### config.mk
export PLATFORM = sky130hd
export DESIGN_NAME = read_completion_reorder_queue
export DESIGN_NICKNAME = d
export VERILOG_FILES = /design/src/design/rcrq_pkg.sv /design/src/design/rcrq_mem.sv /design/src/design/rcrq_ctrl.sv /design/src/design/read_completion_reorder_queue.sv
export SDC_FILE = /design/constraint.sdc
export NUM_CORES = 2
export LEC_CHECK = 0
export BUFFER_PORTS_ARGS = -buffer_cell sky130_fd_sc_hd__buf_2
export CAP_MARGIN = 40
export CORE_UTILIZATION = 40
export CTS_CLUSTER_DIAMETER = 30
export CTS_CLUSTER_SIZE = 20
export DETAILED_ROUTE_END_ITERATION = 10
export HOLD_SLACK_MARGIN = 0.02
export SETUP_SLACK_MARGIN = 0.3
export SKIP_CTS_REPAIR_TIMING = 1
export SLEW_MARGIN = 10
export SYNTH_ARGS = -nofsm -noshare
export SYNTH_HDL_FRONTEND = slang
export SYNTH_SLANG_ARGS = --single-unit
### constraint.sdc
create_clock -name clk_i -period 10.8 [get_ports clk_i]
set_input_delay 2.16 -clock clk_i [delete_from_list [all_inputs] [get_ports clk_i]]
set_output_delay 2.16 -clock clk_i [all_outputs]
set_load 0.02 [all_outputs]
### src/design/rcrq_pkg.sv
// Shared types and constants for the read completion reorder queue.
`default_nettype none

package rcrq_pkg;

  // Field widths of one word on either side
  localparam int unsigned ID_W     = 64;
  localparam int unsigned TAG_W    = 32;
  localparam int unsigned LEN_W    = 32;
  localparam int unsigned OPCODE_W = 4;

  // Most completions drained for one response
  localparam int unsigned MAX_RESULTS = 16;
  localparam int unsigned POP_W       = $clog2(MAX_RESULTS + 1);

  // RDMAP opcodes
  localparam logic [OPCODE_W-1:0] OP_WRITE     = 4'd0;
  localparam logic [OPCODE_W-1:0] OP_READ_RESP = 4'd2;

  // Per-entry completion flag
  localparam logic ENTRY_PENDING  = 1'b0;
  localparam logic ENTRY_COMPLETE = 1'b1;

  // Input word kinds
  localparam logic ACT_POST   = 1'b0;
  localparam logic ACT_TAGGED = 1'b1;

  typedef enum logic [1:0] {
    STAT_OK      = 2'd0,
    STAT_BAD_OP  = 2'd1,
    STAT_BAD_MSG = 2'd2,
    STAT_FULL    = 2'd3
  } status_e;

  typedef struct packed {
    logic                action;
    logic [ID_W-1:0]     work_id;
    logic [TAG_W-1:0]    steering_tag;
    logic [OPCODE_W-1:0] opcode;
    logic [LEN_W-1:0]    msg_length;
  } in_t;

  typedef struct packed {
    logic             has_completion;
    status_e          status;
    logic [ID_W-1:0]  done_id;
    logic [LEN_W-1:0] done_length;
    logic             last;
  } res_t;

endpackage

`default_nettype wire

### src/design/rcrq_mem.sv
// Simple dual-port synchronous memory with registered read data.
`default_nettype none

module rcrq_mem #(
  parameter int unsigned WIDTH = 32,
  parameter int unsigned DEPTH = 16,
  localparam int unsigned AW   = $clog2(DEPTH)
) (
  input  wire logic             clk_i,
  input  wire logic             we_i,
  input  wire logic [AW-1:0]    waddr_i,
  input  wire logic [WIDTH-1:0] wdata_i,
  input  wire logic             re_i,
  input  wire logic [AW-1:0]    raddr_i,
  output logic      [WIDTH-1:0] rdata_o
);

  logic [WIDTH-1:0] mem_q [DEPTH];
  logic [WIDTH-1:0] rdata_q;

  // Write port
  always_ff @(posedge clk_i) begin
    if (we_i) begin
      mem_q[waddr_i] <= wdata_i;
    end
  end

  // Read port, registered, data holds until the next read
  always_ff @(posedge clk_i) begin
    if (re_i) begin
      rdata_q <= mem_q[raddr_i];
    end
  end

  assign rdata_o = rdata_q;

endmodule

`default_nettype wire

### src/design/rcrq_ctrl.sv
// Queue sequencer: post, tag scan over the entry memory, in-order drain.
`default_nettype none

module rcrq_ctrl
  import rcrq_pkg::*;
#(
  parameter int unsigned QUEUE_DEPTH = 16,
  localparam int unsigned AW = $clog2(QUEUE_DEPTH),
  localparam int unsigned CW = $clog2(QUEUE_DEPTH + 1)
) (
  input  wire logic                    clk_i,
  input  wire logic                    rst_ni,
  // Input words
  input  wire logic                    in_valid_i,
  output logic                         in_ready_o,
  input  wire in_t                     in_data_i,
  // Configuration
  input  wire logic                    cfg_en_i,
  // Result push toward the output register
  input  wire logic                    out_room_i,
  output logic                         push_o,
  output res_t                         res_o,
  // Entry memory: {work id, tag}
  output logic                         ent_we_o,
  output logic [AW-1:0]                ent_waddr_o,
  output logic [ID_W+TAG_W-1:0]        ent_wdata_o,
  output logic                         ent_re_o,
  output logic [AW-1:0]                ent_raddr_o,
  input  wire logic [ID_W+TAG_W-1:0]   ent_rdata_i,
  // Length memory
  output logic                         len_we_o,
  output logic [AW-1:0]                len_waddr_o,
  output logic [LEN_W-1:0]             len_wdata_o,
  output logic                         len_re_o,
  output logic [AW-1:0]                len_raddr_o,
  input  wire logic [LEN_W-1:0]        len_rdata_i
);

  typedef enum logic [5:0] {
    S_IDLE      = 6'b000001,
    S_DECIDE    = 6'b000010,
    S_SCAN      = 6'b000100,
    S_DRAIN_CHK = 6'b001000,
    S_DRAIN_RD  = 6'b010000,
    S_EMIT      = 6'b100000
  } state_e;

  function automatic res_t status_only(status_e st);
    res_t r;
    r.has_completion = 1'b0;
    r.status         = st;
    r.done_id        = '0;
    r.done_length    = '0;
    r.last           = 1'b1;
    return r;
  endfunction

  function automatic logic [AW-1:0] next_slot(logic [AW-1:0] s);
    return (s == AW'(QUEUE_DEPTH - 1)) ? '0 : s + 1'b1;
  endfunction

  state_e               state_q, state_d, ret_q, ret_d;
  in_t                  in_q;
  logic [AW-1:0]        head_q, head_d;
  logic [CW-1:0]        count_q, count_d;
  logic [QUEUE_DEPTH-1:0] done_q, done_d;
  logic [AW-1:0]        scan_slot_q, scan_slot_d;
  logic [CW-1:0]        scan_left_q, scan_left_d;
  logic                 found_q, found_d;
  logic [POP_W-1:0]     pops_q, pops_d;
  logic                 more_q, more_d;
  res_t                 res_q, res_d;

  logic                 emit_req;
  res_t                 emit_res;
  state_e               emit_ret;
  logic [AW:0]          tail_sum;
  logic [AW-1:0]        tail;
  logic                 tag_hit;
  logic                 found_now;
  logic                 pop_ok;
  logic [AW-1:0]        head_nxt;

  // Slot just past the last entry
  assign tail_sum = {1'b0, head_q} + (AW+1)'(count_q);
  assign tail     = (tail_sum >= (AW+1)'(QUEUE_DEPTH)) ?
                    AW'(tail_sum - (AW+1)'(QUEUE_DEPTH)) : tail_sum[AW-1:0];

  assign tag_hit   = (ent_rdata_i[TAG_W-1:0] == in_q.steering_tag);
  assign found_now = found_q | tag_hit;
  assign head_nxt  = next_slot(head_q);
  assign pop_ok    = (count_q != '0) && (pops_q < POP_W'(MAX_RESULTS)) &&
                     (done_q[head_q] == ENTRY_COMPLETE);

  assign in_ready_o = (state_q == S_IDLE);

  always_comb begin
    state_d     = state_q;
    ret_d       = ret_q;
    head_d      = head_q;
    count_d     = count_q;
    done_d      = done_q;
    scan_slot_d = scan_slot_q;
    scan_left_d = scan_left_q;
    found_d     = found_q;
    pops_d      = pops_q;
    more_d      = more_q;
    res_d       = res_q;

    emit_req = 1'b0;
    emit_res = status_only(STAT_OK);
    emit_ret = S_IDLE;

    push_o = 1'b0;
    res_o  = res_q;

    ent_we_o    = 1'b0;
    ent_waddr_o = tail;
    ent_wdata_o = {in_q.work_id, in_q.steering_tag};
    ent_re_o    = 1'b0;
    ent_raddr_o = head_q;
    len_we_o    = 1'b0;
    len_waddr_o = scan_slot_q;
    len_wdata_o = in_q.msg_length;
    len_re_o    = 1'b0;
    len_raddr_o = head_q;

    unique case (state_q)
      S_IDLE: begin
        if (in_valid_i) begin
          state_d = S_DECIDE;
        end
      end

      // Classify the word; append a post, answer a write or an error, or start the tag scan
      S_DECIDE: begin
        pops_d  = '0;
        found_d = 1'b0;
        priority if (in_q.action == ACT_POST) begin
          emit_req = 1'b1;
          if (count_q == CW'(QUEUE_DEPTH)) begin
            emit_res = status_only(STAT_FULL);
          end else begin
            ent_we_o     = 1'b1;
            done_d[tail] = ENTRY_PENDING;
            count_d      = count_q + 1'b1;
            emit_res     = status_only(STAT_OK);
          end
        end else if (in_q.opcode == OP_WRITE) begin
          emit_req = 1'b1;
          emit_res = status_only(STAT_OK);
        end else if (in_q.opcode != OP_READ_RESP) begin
          emit_req = 1'b1;
          emit_res = status_only(STAT_BAD_OP);
        end else if (count_q == '0) begin
          emit_req = 1'b1;
          emit_res = status_only(STAT_BAD_MSG);
        end else begin
          ent_re_o    = 1'b1;
          ent_raddr_o = head_q;
          scan_slot_d = head_q;
          scan_left_d = count_q;
          state_d     = S_SCAN;
        end
      end

      // Compare one stored tag a cycle; the next read is issued alongside
      S_SCAN: begin
        if (tag_hit) begin
          done_d[scan_slot_q] = ENTRY_COMPLETE;
          len_we_o            = 1'b1;
        end
        found_d     = found_now;
        scan_left_d = scan_left_q - 1'b1;
        if (scan_left_q == CW'(1)) begin
          if (found_now) begin
            state_d = S_DRAIN_CHK;
          end else begin
            emit_req = 1'b1;
            emit_res = status_only(STAT_BAD_MSG);
          end
        end else begin
          ent_re_o    = 1'b1;
          ent_raddr_o = next_slot(scan_slot_q);
          scan_slot_d = next_slot(scan_slot_q);
        end
      end

      // Pop the head if complete and look ahead for another pop
      S_DRAIN_CHK: begin
        if (pop_ok) begin
          ent_re_o       = 1'b1;
          len_re_o       = 1'b1;
          done_d[head_q] = ENTRY_PENDING;
          head_d         = head_nxt;
          count_d        = count_q - 1'b1;
          pops_d         = pops_q + 1'b1;
          more_d         = (count_q > CW'(1)) &&
                           (pops_q < POP_W'(MAX_RESULTS - 1)) &&
                           (done_q[head_nxt] == ENTRY_COMPLETE);
          state_d        = S_DRAIN_RD;
        end else begin
          emit_req = 1'b1;
          emit_res = status_only(STAT_OK);
        end
      end

      // Build the completion from the popped entry when completions are enabled
      S_DRAIN_RD: begin
        if (cfg_en_i) begin
          emit_req                = 1'b1;
          emit_res.has_completion = 1'b1;
          emit_res.status         = STAT_OK;
          emit_res.done_id        = ent_rdata_i[ID_W+TAG_W-1:TAG_W];
          emit_res.done_length    = len_rdata_i;
          emit_res.last           = !more_q;
          emit_ret                = more_q ? S_DRAIN_CHK : S_IDLE;
        end else if (more_q) begin
          state_d = S_DRAIN_CHK;
        end else begin
          emit_req = 1'b1;
          emit_res = status_only(STAT_OK);
        end
      end

      // Hold a parked result until the output register frees
      S_EMIT: begin
        if (out_room_i) begin
          push_o  = 1'b1;
          res_o   = res_q;
          state_d = ret_q;
        end
      end

      default: begin
        state_d = S_IDLE;
      end
    endcase

    // Hand a result to the output register or park it
    if (emit_req) begin
      if (out_room_i) begin
        push_o  = 1'b1;
        res_o   = emit_res;
        state_d = emit_ret;
      end else begin
        res_d   = emit_res;
        ret_d   = emit_ret;
        state_d = S_EMIT;
      end
    end
  end

  // Control state
  always_ff @(posedge clk_i or negedge rst_ni) begin
    if (!rst_ni) begin
      state_q     <= S_IDLE;
      ret_q       <= S_IDLE;
      head_q      <= '0;
      count_q     <= '0;
      done_q      <= '0;
      scan_slot_q <= '0;
      scan_left_q <= '0;
      found_q     <= 1'b0;
      pops_q      <= '0;
      more_q      <= 1'b0;
    end else begin
      state_q     <= state_d;
      ret_q       <= ret_d;
      head_q      <= head_d;
      count_q     <= count_d;
      done_q      <= done_d;
      scan_slot_q <= scan_slot_d;
      scan_left_q <= scan_left_d;
      found_q     <= found_d;
      pops_q      <= pops_d;
      more_q      <= more_d;
    end
  end

  // Payload registers
  always_ff @(posedge clk_i) begin
    res_q <= res_d;
    if (in_valid_i && in_ready_o) begin
      in_q <= in_data_i;
    end
  end

  assert property (@(posedge clk_i) disable iff (!rst_ni)
    count_q <= CW'(QUEUE_DEPTH))
    else $error("entry count beyond queue depth");

  assert property (@(posedge clk_i) disable iff (!rst_ni)
    push_o |-> out_room_i)
    else $error("result pushed into occupied output register");

  assert property (@(posedge clk_i) disable iff (!rst_ni)
    (state_q == S_SCAN) |-> (scan_left_q != '0))
    else $error("tag scan running with nothing left");

  assert property (@(posedge clk_i) disable iff (!rst_ni)
    (state_q == S_DRAIN_CHK && pops_q != '0) |-> pop_ok)
    else $error("drain resumed without a completed head");

  assert property (@(posedge clk_i) disable iff (!rst_ni)
    (push_o && !res_o.last) |-> res_o.has_completion)
    else $error("status-only result not marked last");

endmodule

`default_nettype wire

### src/design/read_completion_reorder_queue.sv
// A post, a write, or an error is classified in the decide state, which hands on its result.
// A read response first compares the tag of every queued entry in the entry memory,
// then pops completed entries from the head through a check and a read state.
// Throughput: one word at a time; the next word is taken once the last result
// of the previous one sits in the output register.
// Reset clears pointers, count, completion flags and sets completions enabled.
`default_nettype none

module read_completion_reorder_queue
  import rcrq_pkg::*;
#(
  parameter int unsigned QUEUE_DEPTH = 16
) (
  input  wire logic         clk_i,
  input  wire logic         rst_ni,
  // Input words
  input  wire logic         s_axis_tvalid,
  output logic              s_axis_tready,
  input  wire logic [127:0] s_axis_tdata,  // work_id, steering_tag, msg_length
  input  wire logic [4:0]   s_axis_tuser,  // action, opcode
  // Result words
  output logic              m_axis_tvalid,
  input  wire logic         m_axis_tready,
  output logic [95:0]       m_axis_tdata,  // done_id, done_length
  output logic [2:0]        m_axis_tuser,  // has_completion, status
  output logic              m_axis_tlast,
  // Configuration write
  input  wire logic         cfg_valid_i,
  output logic              cfg_ready_o,
  input  wire logic         cfg_data_i     // completions_enabled
);

  localparam int unsigned AW = $clog2(QUEUE_DEPTH);

  in_t                    in_data;
  res_t                   res;
  logic                   push;
  logic                   out_room;
  logic                   out_valid_q;
  res_t                   out_q;
  logic                   cfg_en_q;

  logic                   ent_we, ent_re, len_we, len_re;
  logic [AW-1:0]          ent_waddr, ent_raddr, len_waddr, len_raddr;
  logic [ID_W+TAG_W-1:0]  ent_wdata, ent_rdata;
  logic [LEN_W-1:0]       len_wdata, len_rdata;

  // Unpack the input word
  assign in_data.action       = s_axis_tuser[0];
  assign in_data.opcode       = s_axis_tuser[4:1];
  assign in_data.work_id      = s_axis_tdata[63:0];
  assign in_data.steering_tag = s_axis_tdata[95:64];
  assign in_data.msg_length   = s_axis_tdata[127:96];

  // Configuration register, always writable
  assign cfg_ready_o = 1'b1;

  always_ff @(posedge clk_i or negedge rst_ni) begin
    if (!rst_ni) begin
      cfg_en_q <= 1'b1;
    end else if (cfg_valid_i) begin
      cfg_en_q <= cfg_data_i;
    end
  end

  rcrq_ctrl #(
    .QUEUE_DEPTH (QUEUE_DEPTH)
  ) u_ctrl (
    .clk_i       (clk_i),
    .rst_ni      (rst_ni),
    .in_valid_i  (s_axis_tvalid),
    .in_ready_o  (s_axis_tready),
    .in_data_i   (in_data),
    .cfg_en_i    (cfg_en_q),
    .out_room_i  (out_room),
    .push_o      (push),
    .res_o       (res),
    .ent_we_o    (ent_we),
    .ent_waddr_o (ent_waddr),
    .ent_wdata_o (ent_wdata),
    .ent_re_o    (ent_re),
    .ent_raddr_o (ent_raddr),
    .ent_rdata_i (ent_rdata),
    .len_we_o    (len_we),
    .len_waddr_o (len_waddr),
    .len_wdata_o (len_wdata),
    .len_re_o    (len_re),
    .len_raddr_o (len_raddr),
    .len_rdata_i (len_rdata)
  );

  rcrq_mem #(
    .WIDTH (ID_W + TAG_W),
    .DEPTH (QUEUE_DEPTH)
  ) u_ent_mem (
    .clk_i   (clk_i),
    .we_i    (ent_we),
    .waddr_i (ent_waddr),
    .wdata_i (ent_wdata),
    .re_i    (ent_re),
    .raddr_i (ent_raddr),
    .rdata_o (ent_rdata)
  );

  rcrq_mem #(
    .WIDTH (LEN_W),
    .DEPTH (QUEUE_DEPTH)
  ) u_len_mem (
    .clk_i   (clk_i),
    .we_i    (len_we),
    .waddr_i (len_waddr),
    .wdata_i (len_wdata),
    .re_i    (len_re),
    .raddr_i (len_raddr),
    .rdata_o (len_rdata)
  );

  // Output register: load on push, drop when taken
  assign out_room = !out_valid_q || m_axis_tready;

  always_ff @(posedge clk_i or negedge rst_ni) begin
    if (!rst_ni) begin
      out_valid_q <= 1'b0;
    end else if (push) begin
      out_valid_q <= 1'b1;
    end else if (m_axis_tready) begin
      out_valid_q <= 1'b0;
    end
  end

  always_ff @(posedge clk_i) begin
    if (push) begin
      out_q <= res;
    end
  end

  assign m_axis_tvalid = out_valid_q;
  assign m_axis_tdata  = {out_q.done_length, out_q.done_id};
  assign m_axis_tuser  = {out_q.status, out_q.has_completion};
  assign m_axis_tlast  = out_q.last;

endmodule

`default_nettype wire

# Word level (Yosys, flattened, before mapping)
# Memories as Yosys holds them, arrays and structs flattened. A register that Yosys moved wholly into a read port is not among the register bits.
# Cells that the tools add are included.
dict set report classes {
  n_eq_ne 32
  mux 99
  bitwise_logic 7
  n_reduce_logical 26
  n_addsub 8
  order_cmp 11
}
# operator count
set op_table {}
lappend op_table {{100-bit 2-to-1 mux} 7}
lappend op_table {{100-bit case mux with 3 select lines} 1}
lappend op_table {{99-bit 2-to-1 mux} 3}
lappend op_table {{6-bit 2-to-1 mux} 15}
lappend op_table {{16-bit 2-to-1 mux} 4}
lappend op_table {{16-bit case mux with 3 select lines} 1}
lappend op_table {{4-bit 2-to-1 mux} 11}
lappend op_table {{5-bit 2-to-1 mux} 8}
lappend op_table {{1-bit 2-to-1 mux} 36}
lappend op_table {{6-bit case mux with 6 select lines} 1}
lappend op_table {{16-bit AND} 2}
lappend op_table {{32-bit == test} 1}
lappend op_table {{16-bit inverter} 2}
lappend op_table {{5-bit case mux with 2 select lines} 3}
lappend op_table {{4-bit by 5-bit less-than comparator with 1-bit output, second input constant} 4}
lappend op_table {{16-bit OR} 1}
lappend op_table {{3-bit by 1-bit != test with 1-bit output, second input constant} 5}
lappend op_table {{3-bit by 2-bit != test with 1-bit output, second input constant} 5}
lappend op_table {{1-bit demux with 4-bit select} 3}
lappend op_table {{4-bit by 1-bit >= comparator with 1-bit output, second input constant} 3}
lappend op_table {{2-bit != test, second input constant} 6}
lappend op_table {{11-bit AND reduction} 1}
lappend op_table {{5-bit by 1-bit adder with 5-bit output, second input constant} 2}
lappend op_table {{5-bit AND reduction} 2}
lappend op_table {{38 further kinds} 56}
dict set report word_totals {
  wordCells 212
  mem_count 2
  ram_bits 2048
  register_bits 388
  output_inout_bits 103
  in_bits 139
}
# memory words width read_ports rd_ports_with_merged_regs write_ports line_no
set mem_list {}
lappend mem_list {u_ent_mem.mem_q 16 96 1 1 1 rcrq_mem.sv:18} ;# logic [WIDTH-1:0] mem_q [DEPTH];
lappend mem_list {u_len_mem.mem_q 16 32 1 1 1 rcrq_mem.sv:18}

# Longest topological paths before layout
dict set report depth {
  word_depth 12
  mapped_depth 13
  mapped_depth_nobuf 8
}

# By module
# A second synthesis with hierarchy kept.
dict set report unflattened {
  cells_unflattened 4438
  hier_area_um2 97328.3
}
# module cells_each instances seq_area_each_um2 area_per_inst_um2
set by_module_without_submodules {}
lappend by_module_without_submodules {{rcrq_mem (u_ent_mem)} 2460 1 49007.0 60316.6}
lappend by_module_without_submodules {{rcrq_mem (u_len_mem)} 838 1 16335.7 20155.6}
lappend by_module_without_submodules {rcrq_ctrl 1033 1 8225.4 13763.2}
lappend by_module_without_submodules {read_completion_reorder_queue 107 1 3054.2 3093.0}

# Worst setup path after synthesis
# No wires, ideal clock.
dict set report synth_path {
  path_kind {input -> register}
  start {in m_axis_tready}
  end {reg u_ctrl.ret_q[0]}
  cell_stages 3
  n_path_buf 0
  arrival_ns 8.308
  setup_time_ns 0.086
  t_required_ns 10.714
  slack_ns 2.405
  cell_sequence {nand2b_1 -> a31oi_1 -> mux2_2}
}
dict set report synth_between {
  elab_chain_len 3
}
# item line_no
set synth_lines {}
lappend synth_lines {{start, declared} read_completion_reorder_queue.sv:23} ;# input wire logic m_axis_tready,
lappend synth_lines {{1-bit logical OR} read_completion_reorder_queue.sv:119} ;# assign out_room = !out_valid_q || m_axis_tready;
lappend synth_lines {{1-bit inverter (no line)} n/a}
lappend synth_lines {{2-bit AND reduction (no line)} n/a}
lappend synth_lines {{end signal, assigned} rcrq_ctrl.sv:269} ;# ret_q <= ret_d;
lappend synth_lines {{end, declared} rcrq_ctrl.sv:62} ;# state_e state_q, state_d, ret_q, ret_d;
# Every way passes these cells.
# A chain may end at the register's enable or synchronous reset.

# Worst setup path in the final report
dict set report layout_path {
  start {reg u_ctrl.state_q[4]}
  end {reg u_ent_mem.rdata_q[28] (netlist: u_ent_mem.rdata_o[28]), read port of u_ent_mem.mem_q, data pin}
}
dict set report layout_between {
  elab_chain_len 2
  word_cells_on_any_way 5
  cone_classes {eq/ne: 3; mux: 2}
}
# item line_no
set layout_lines {}
lappend layout_lines {{start, declared} rcrq_ctrl.sv:62}
lappend layout_lines {{start signal, assigned} rcrq_ctrl.sv:268} ;# state_q <= state_d;
lappend layout_lines {{6-bit by 4-bit == test with 1-bit output, or another cell as far along} rcrq_ctrl.sv:128} ;# unique case (state_q)
lappend layout_lines {{1-bit case mux with 3 select lines or 4-bit 2-to-1 mux (tied branches)} n/a}
lappend layout_lines {{end, declared} rcrq_mem.sv:19} ;# logic [WIDTH-1:0] rdata_q;
# Parallel ways exist; a longest one is shown, timed or not.

==> summary by stage <==
Detailed routing
The via count of the routed design is 54900. The average wire per cell in the routed design is 28.1 um. After detailed routing, the number of remaining DRC violations is 0. The detailed-router iteration count before antenna repair is 6.

Once detail routing completed, the nets flagged for antenna violations numbered 0. The first routing iteration left 6044 violations. Dividing the detail-routed via count by the number of cells gives 5.81.

After detailed routing, the total wire length is 266000 um.

Synthesis
The netlist uses 67 different library cells. Counting flops and latches in the post-synthesis netlist gives 2560. After synthesis, flip-flops and latches occupy 77.1% of the total area. Yosys printed 0 warnings.

Yosys mapped a number of flops with a built-in enable equal to 2509. After technology mapping, the gate count stands at 5259. The average instance in the mapped netlist occupies 18.9 um^2.

The cell area after synthesis is 99400 um^2. The primary flip-flop cell chosen by synthesis mapping is sky130_fd_sc_hd__edfxtp_1. The number of nets in the synthesized netlist is 5417.

Counting flops with an async set or reset pin after synthesis yields a share of 1.99%.

Timing
The worst setup margin is 5.78 ns. The final critical-path required period is 5.02 ns. Across the routed clock network, the largest skew measured is 0.101 ns. Setup violations remaining at the end of the flow were counted as 0. The accumulated negative setup slack is 0 ns.

Setup repair after global routing left no endpoint under its margin. In this run the tightest slew margin relative to its limit is 21.6%. The ratio of final minimum period to clock period is 46.5%. The highest achievable clock rate is 199 MHz. The hold violation count in the final report is 0. The slew at the pin with the worst max-slew slack is 1.18 ns.

The final max-slew violation count is 0.

Global route
The global-route wire length before repair is 385000 um. The final global-route overflow total is 0. The initial antenna violation count is 16. The global router's overall resource usage is 21.0%. The via count of the first global-routing pass is 56000. Entering global routing, the biggest net connects 172 pins.

CTS
The clock tree synthesis step divided the H-tree into 5 levels. The maximum buffer depth of the clock tree is 4. The clock-pin slew on the worst setup and hold paths is 0.05 ns.

The root buffer cell chosen for the clock tree is sky130_fd_sc_hd__clkbuf_16. TritonCTS built the clock tree. The clock insertion delay at the later pin of the skew report is 1.00 ns. The number of sinks driven by the clock tree is 2560. The TritonCTS buffer count is 491.

Power
The maximum ir drop on the vdd rail is 0.175 mV. In this run the static leakage power is 39.5 nW. Total power for the finished layout comes to 28.8 mW. The power density relative to cell area is 236 nW/um^2.

Critical path
Of all nets on the critical path, the largest fanout is 158. STA puts the critical path data arrival time at 5.65 ns. The worst setup path is captured at a flip-flop. By startpoint and endpoint, the worst setup path is classified as flip-flop to flip-flop. At the worst endpoint, the required time is 11.43 ns. The critical path launch point type is a flip-flop.

Placed design
The number of instances in the placed design is 8552. Prior to clock tree synthesis, the placed netlist has a worst setup slack of 5.69 ns. The HPWL after detailed placement is 128000 um. The port buffer count is 240.

The routability-driven placement congestion ratio is 0.787.

Floorplan
242 I/O pins were placed. The core footprint is 246000 um^2. The total die area is 250000 um^2. In this run the core area contains 182 standard-cell rows. From bottom edge to top edge, the die measures 500 um. The horizontal extent of the die is 500 um. The initial cell density of the core is 40.3%.

Layout
The finished layout holds 9460 standard cells, fillers aside. The layout net count is 5892. At the end of the flow the core is filled with cells to 49.6%.

The post-route netlist has 28.7% of its cells at a drive strength greater than 1. Compared with the post-synthesis result, the final layout area differs by 22.8%.

Run
The tool flagged a number of max-cap violations equal to 0.

Status
The flow ran to the end, and the final reports show no timing, DRC or antenna violations.

Worst hold path
In this run the worst hold path is classified as flip-flop to flip-flop.
[cell usage in the layout (no fill, tap or decap), drive strengths merged, types with 9 or more instances in the layout]
master       n
nand3      486
a32oi       10
nand2      137
buf        382
a31oi       20
nor3        11
a221oi     191
xnor2       11
mux4       356
o21ai      311
mux2i       10
and2        16
nor2        47
dfrtp       48
nand4        9
edfxtp    2509
bufinv      75
ha          18
xor2        36
a211oi     100
a2111oi     96
clkinv     194
nor4        15
a21oi       19
mux2       198
clkinvlp    61
clkbuf     532
inv         62
and3       102
a32o        10
[metal layers]
metal / global-route usage, % / wire length (um) / vias up
li1: - / - / 22900
met4: 6.41 / 6370 / 10
met1: 29.0 / 111000 / 28900
met5: 0 / 54 / -
met3: 4.21 / 21100 / 489
met2: 33.4 / 127000 / 2604
[Yosys cell counts, types with 8 or more instances]
master,count,area (um^2)
sky130_fd_sc_hd__and3_1,102,638
sky130_fd_sc_hd__buf_1,28,105
sky130_fd_sc_hd__nor3_1,11,55.1
sky130_fd_sc_hd__a221oi_1,191,1670
sky130_fd_sc_hd__nand2_1,136,510
sky130_fd_sc_hd__mux4_2,356,8020
sky130_fd_sc_hd__o22a_1,8,70.1
sky130_fd_sc_hd__mux2i_1,10,100
sky130_fd_sc_hd__a31oi_1,20,125
sky130_fd_sc_hd__nand3_1,486,2430
sky130_fd_sc_hd__a21oi_1,19,95.1
sky130_fd_sc_hd__mux2_2,112,1260
sky130_fd_sc_hd__xnor2_1,11,96.3
sky130_fd_sc_hd__a2111oi_0,96,841
sky130_fd_sc_hd__edfxtp_1,2509,75300
sky130_fd_sc_hd__buf_6,16,180
sky130_fd_sc_hd__nor2_1,47,176
sky130_fd_sc_hd__mux2_4,30,450
sky130_fd_sc_hd__xor2_1,36,315
sky130_fd_sc_hd__buf_2,48,240
sky130_fd_sc_hd__dfrtp_1,48,1200
sky130_fd_sc_hd__buf_4,11,82.6
sky130_fd_sc_hd__nor4_1,13,81.3
sky130_fd_sc_hd__ha_1,18,225
sky130_fd_sc_hd__nand4_1,9,56.3
sky130_fd_sc_hd__a211oi_1,100,751
sky130_fd_sc_hd__clkbuf_1,296,1110
sky130_fd_sc_hd__mux2_1,56,631
sky130_fd_sc_hd__a32o_1,10,100
sky130_fd_sc_hd__inv_1,22,82.6
sky130_fd_sc_hd__a32oi_1,10,87.6
sky130_fd_sc_hd__o21ai_0,311,1560
sky130_fd_sc_hd__and2_1,16,100
[worst paths after layout]
| check | slack, ns | from | depth (start not counted) | to |
|---|---|---|---|---|
| max | 5.78 | u_ctrl.state_q[4] | 9 | u_ent_mem.rdata_o[28] |
| min | 0.49 | u_ctrl.found_q | 1 | u_ctrl.found_q |
| max reg2reg | 5.78 | u_ctrl.state_q[4] | 9 | u_ent_mem.rdata_o[28] |
| min reg2reg | 0.49 | u_ctrl.found_q | 1 | u_ctrl.found_q |
| max in group asynchronous | 8.95 | rst_ni | 2 | u_ctrl.scan_left_q[2] |
| min in group asynchronous | 1.32 | rst_ni | 2 | u_ctrl.done_q[8] |
[power by group]
| group | internal, mW | switching (mW) |
|---|---|---|
| sequential | 11.8 | 0.563 |
| clock | 10.2 | 5.11 |
| combinational | 0.358 | 0.768 |
| total | 22.4 | 6.44 |
[sequential cells by signal, summed over array words and instances, names as in the netlist, 3 cells and up]
signal and flops:
m_axis_tdata 96, u_len_mem.rdata_o 32, u_ctrl.pops_q 5, u_ctrl.count_q 5, u_ctrl.done_q 16, m_axis_tuser 3
u_ctrl.state_q 6, u_ctrl.in_q 5, u_ctrl.len_raddr_o 4, u_ctrl.ent_wdata_o 96, u_ent_mem.mem_q 1536, u_ctrl.res_q 100
u_ctrl.scan_left_q 5, u_ctrl.len_waddr_o 4, u_ctrl.len_wdata_o 32, u_ent_mem.rdata_o 96, u_len_mem.mem_q 512
[cell families (layout without fill, tap and decap cells)]
kind of cell / count (synthesis) / in the layout / share of synthesized area, %
flip-flops: 2560 / 2560 / 77.1
AND/OR/NAND/NOR: 856 / 856 / 4.35
AO/OA/AOI/OAI: 790 / 790 / 5.54
multiplexers: 564 / 564 / 10.5
buffers and inverters: 422 / 1306 / 1.83
XOR/XNOR: 47 / 47 / 0.414
adder cells (fa/ha/maj): 19 / 19 / 0.247
other: 1 / 6 / 0.00377
[critical path, stage by stage, from the launching register on]
cell	delay, ns
sky130_fd_sc_hd__dfrtp_1	0.46
sky130_fd_sc_hd__or4_4	0.60
sky130_fd_sc_hd__o31ai_4	0.31
sky130_fd_sc_hd__buf_12	0.61
sky130_fd_sc_hd__nand2_8	0.54
sky130_fd_sc_hd__buf_12	0.53
sky130_fd_sc_hd__buf_4	0.43
sky130_fd_sc_hd__mux2_1	0.40
sky130_fd_sc_hd__a2111oi_0	0.51
sky130_fd_sc_hd__nand3_1	0.12
[per-stage QoR]
stage / hold slack [ns] / cell area [um^2]
CTS: 0.488 / 122000
global placement: 0.494 / 104000
floorplan: 0.465 / 99400
finish: 0.489 / 122000
detailed placement: 0.482 / 105000
global route: 0.513 / 122000
[cell type report]
class / instances / area, um^2
antenna: 5 / 12.5
clock buffer: 532 / 12600
clock inverter: 370 / 4320
fill: 20000 / 124000
inverter: 22 / 82.6
multi-input combinational: 2277 / 21300
sequential: 2560 / 76600
tap: 3312 / 4140
timing repair buffer: 382 / 2990
(Power assumes the default switching activity.)
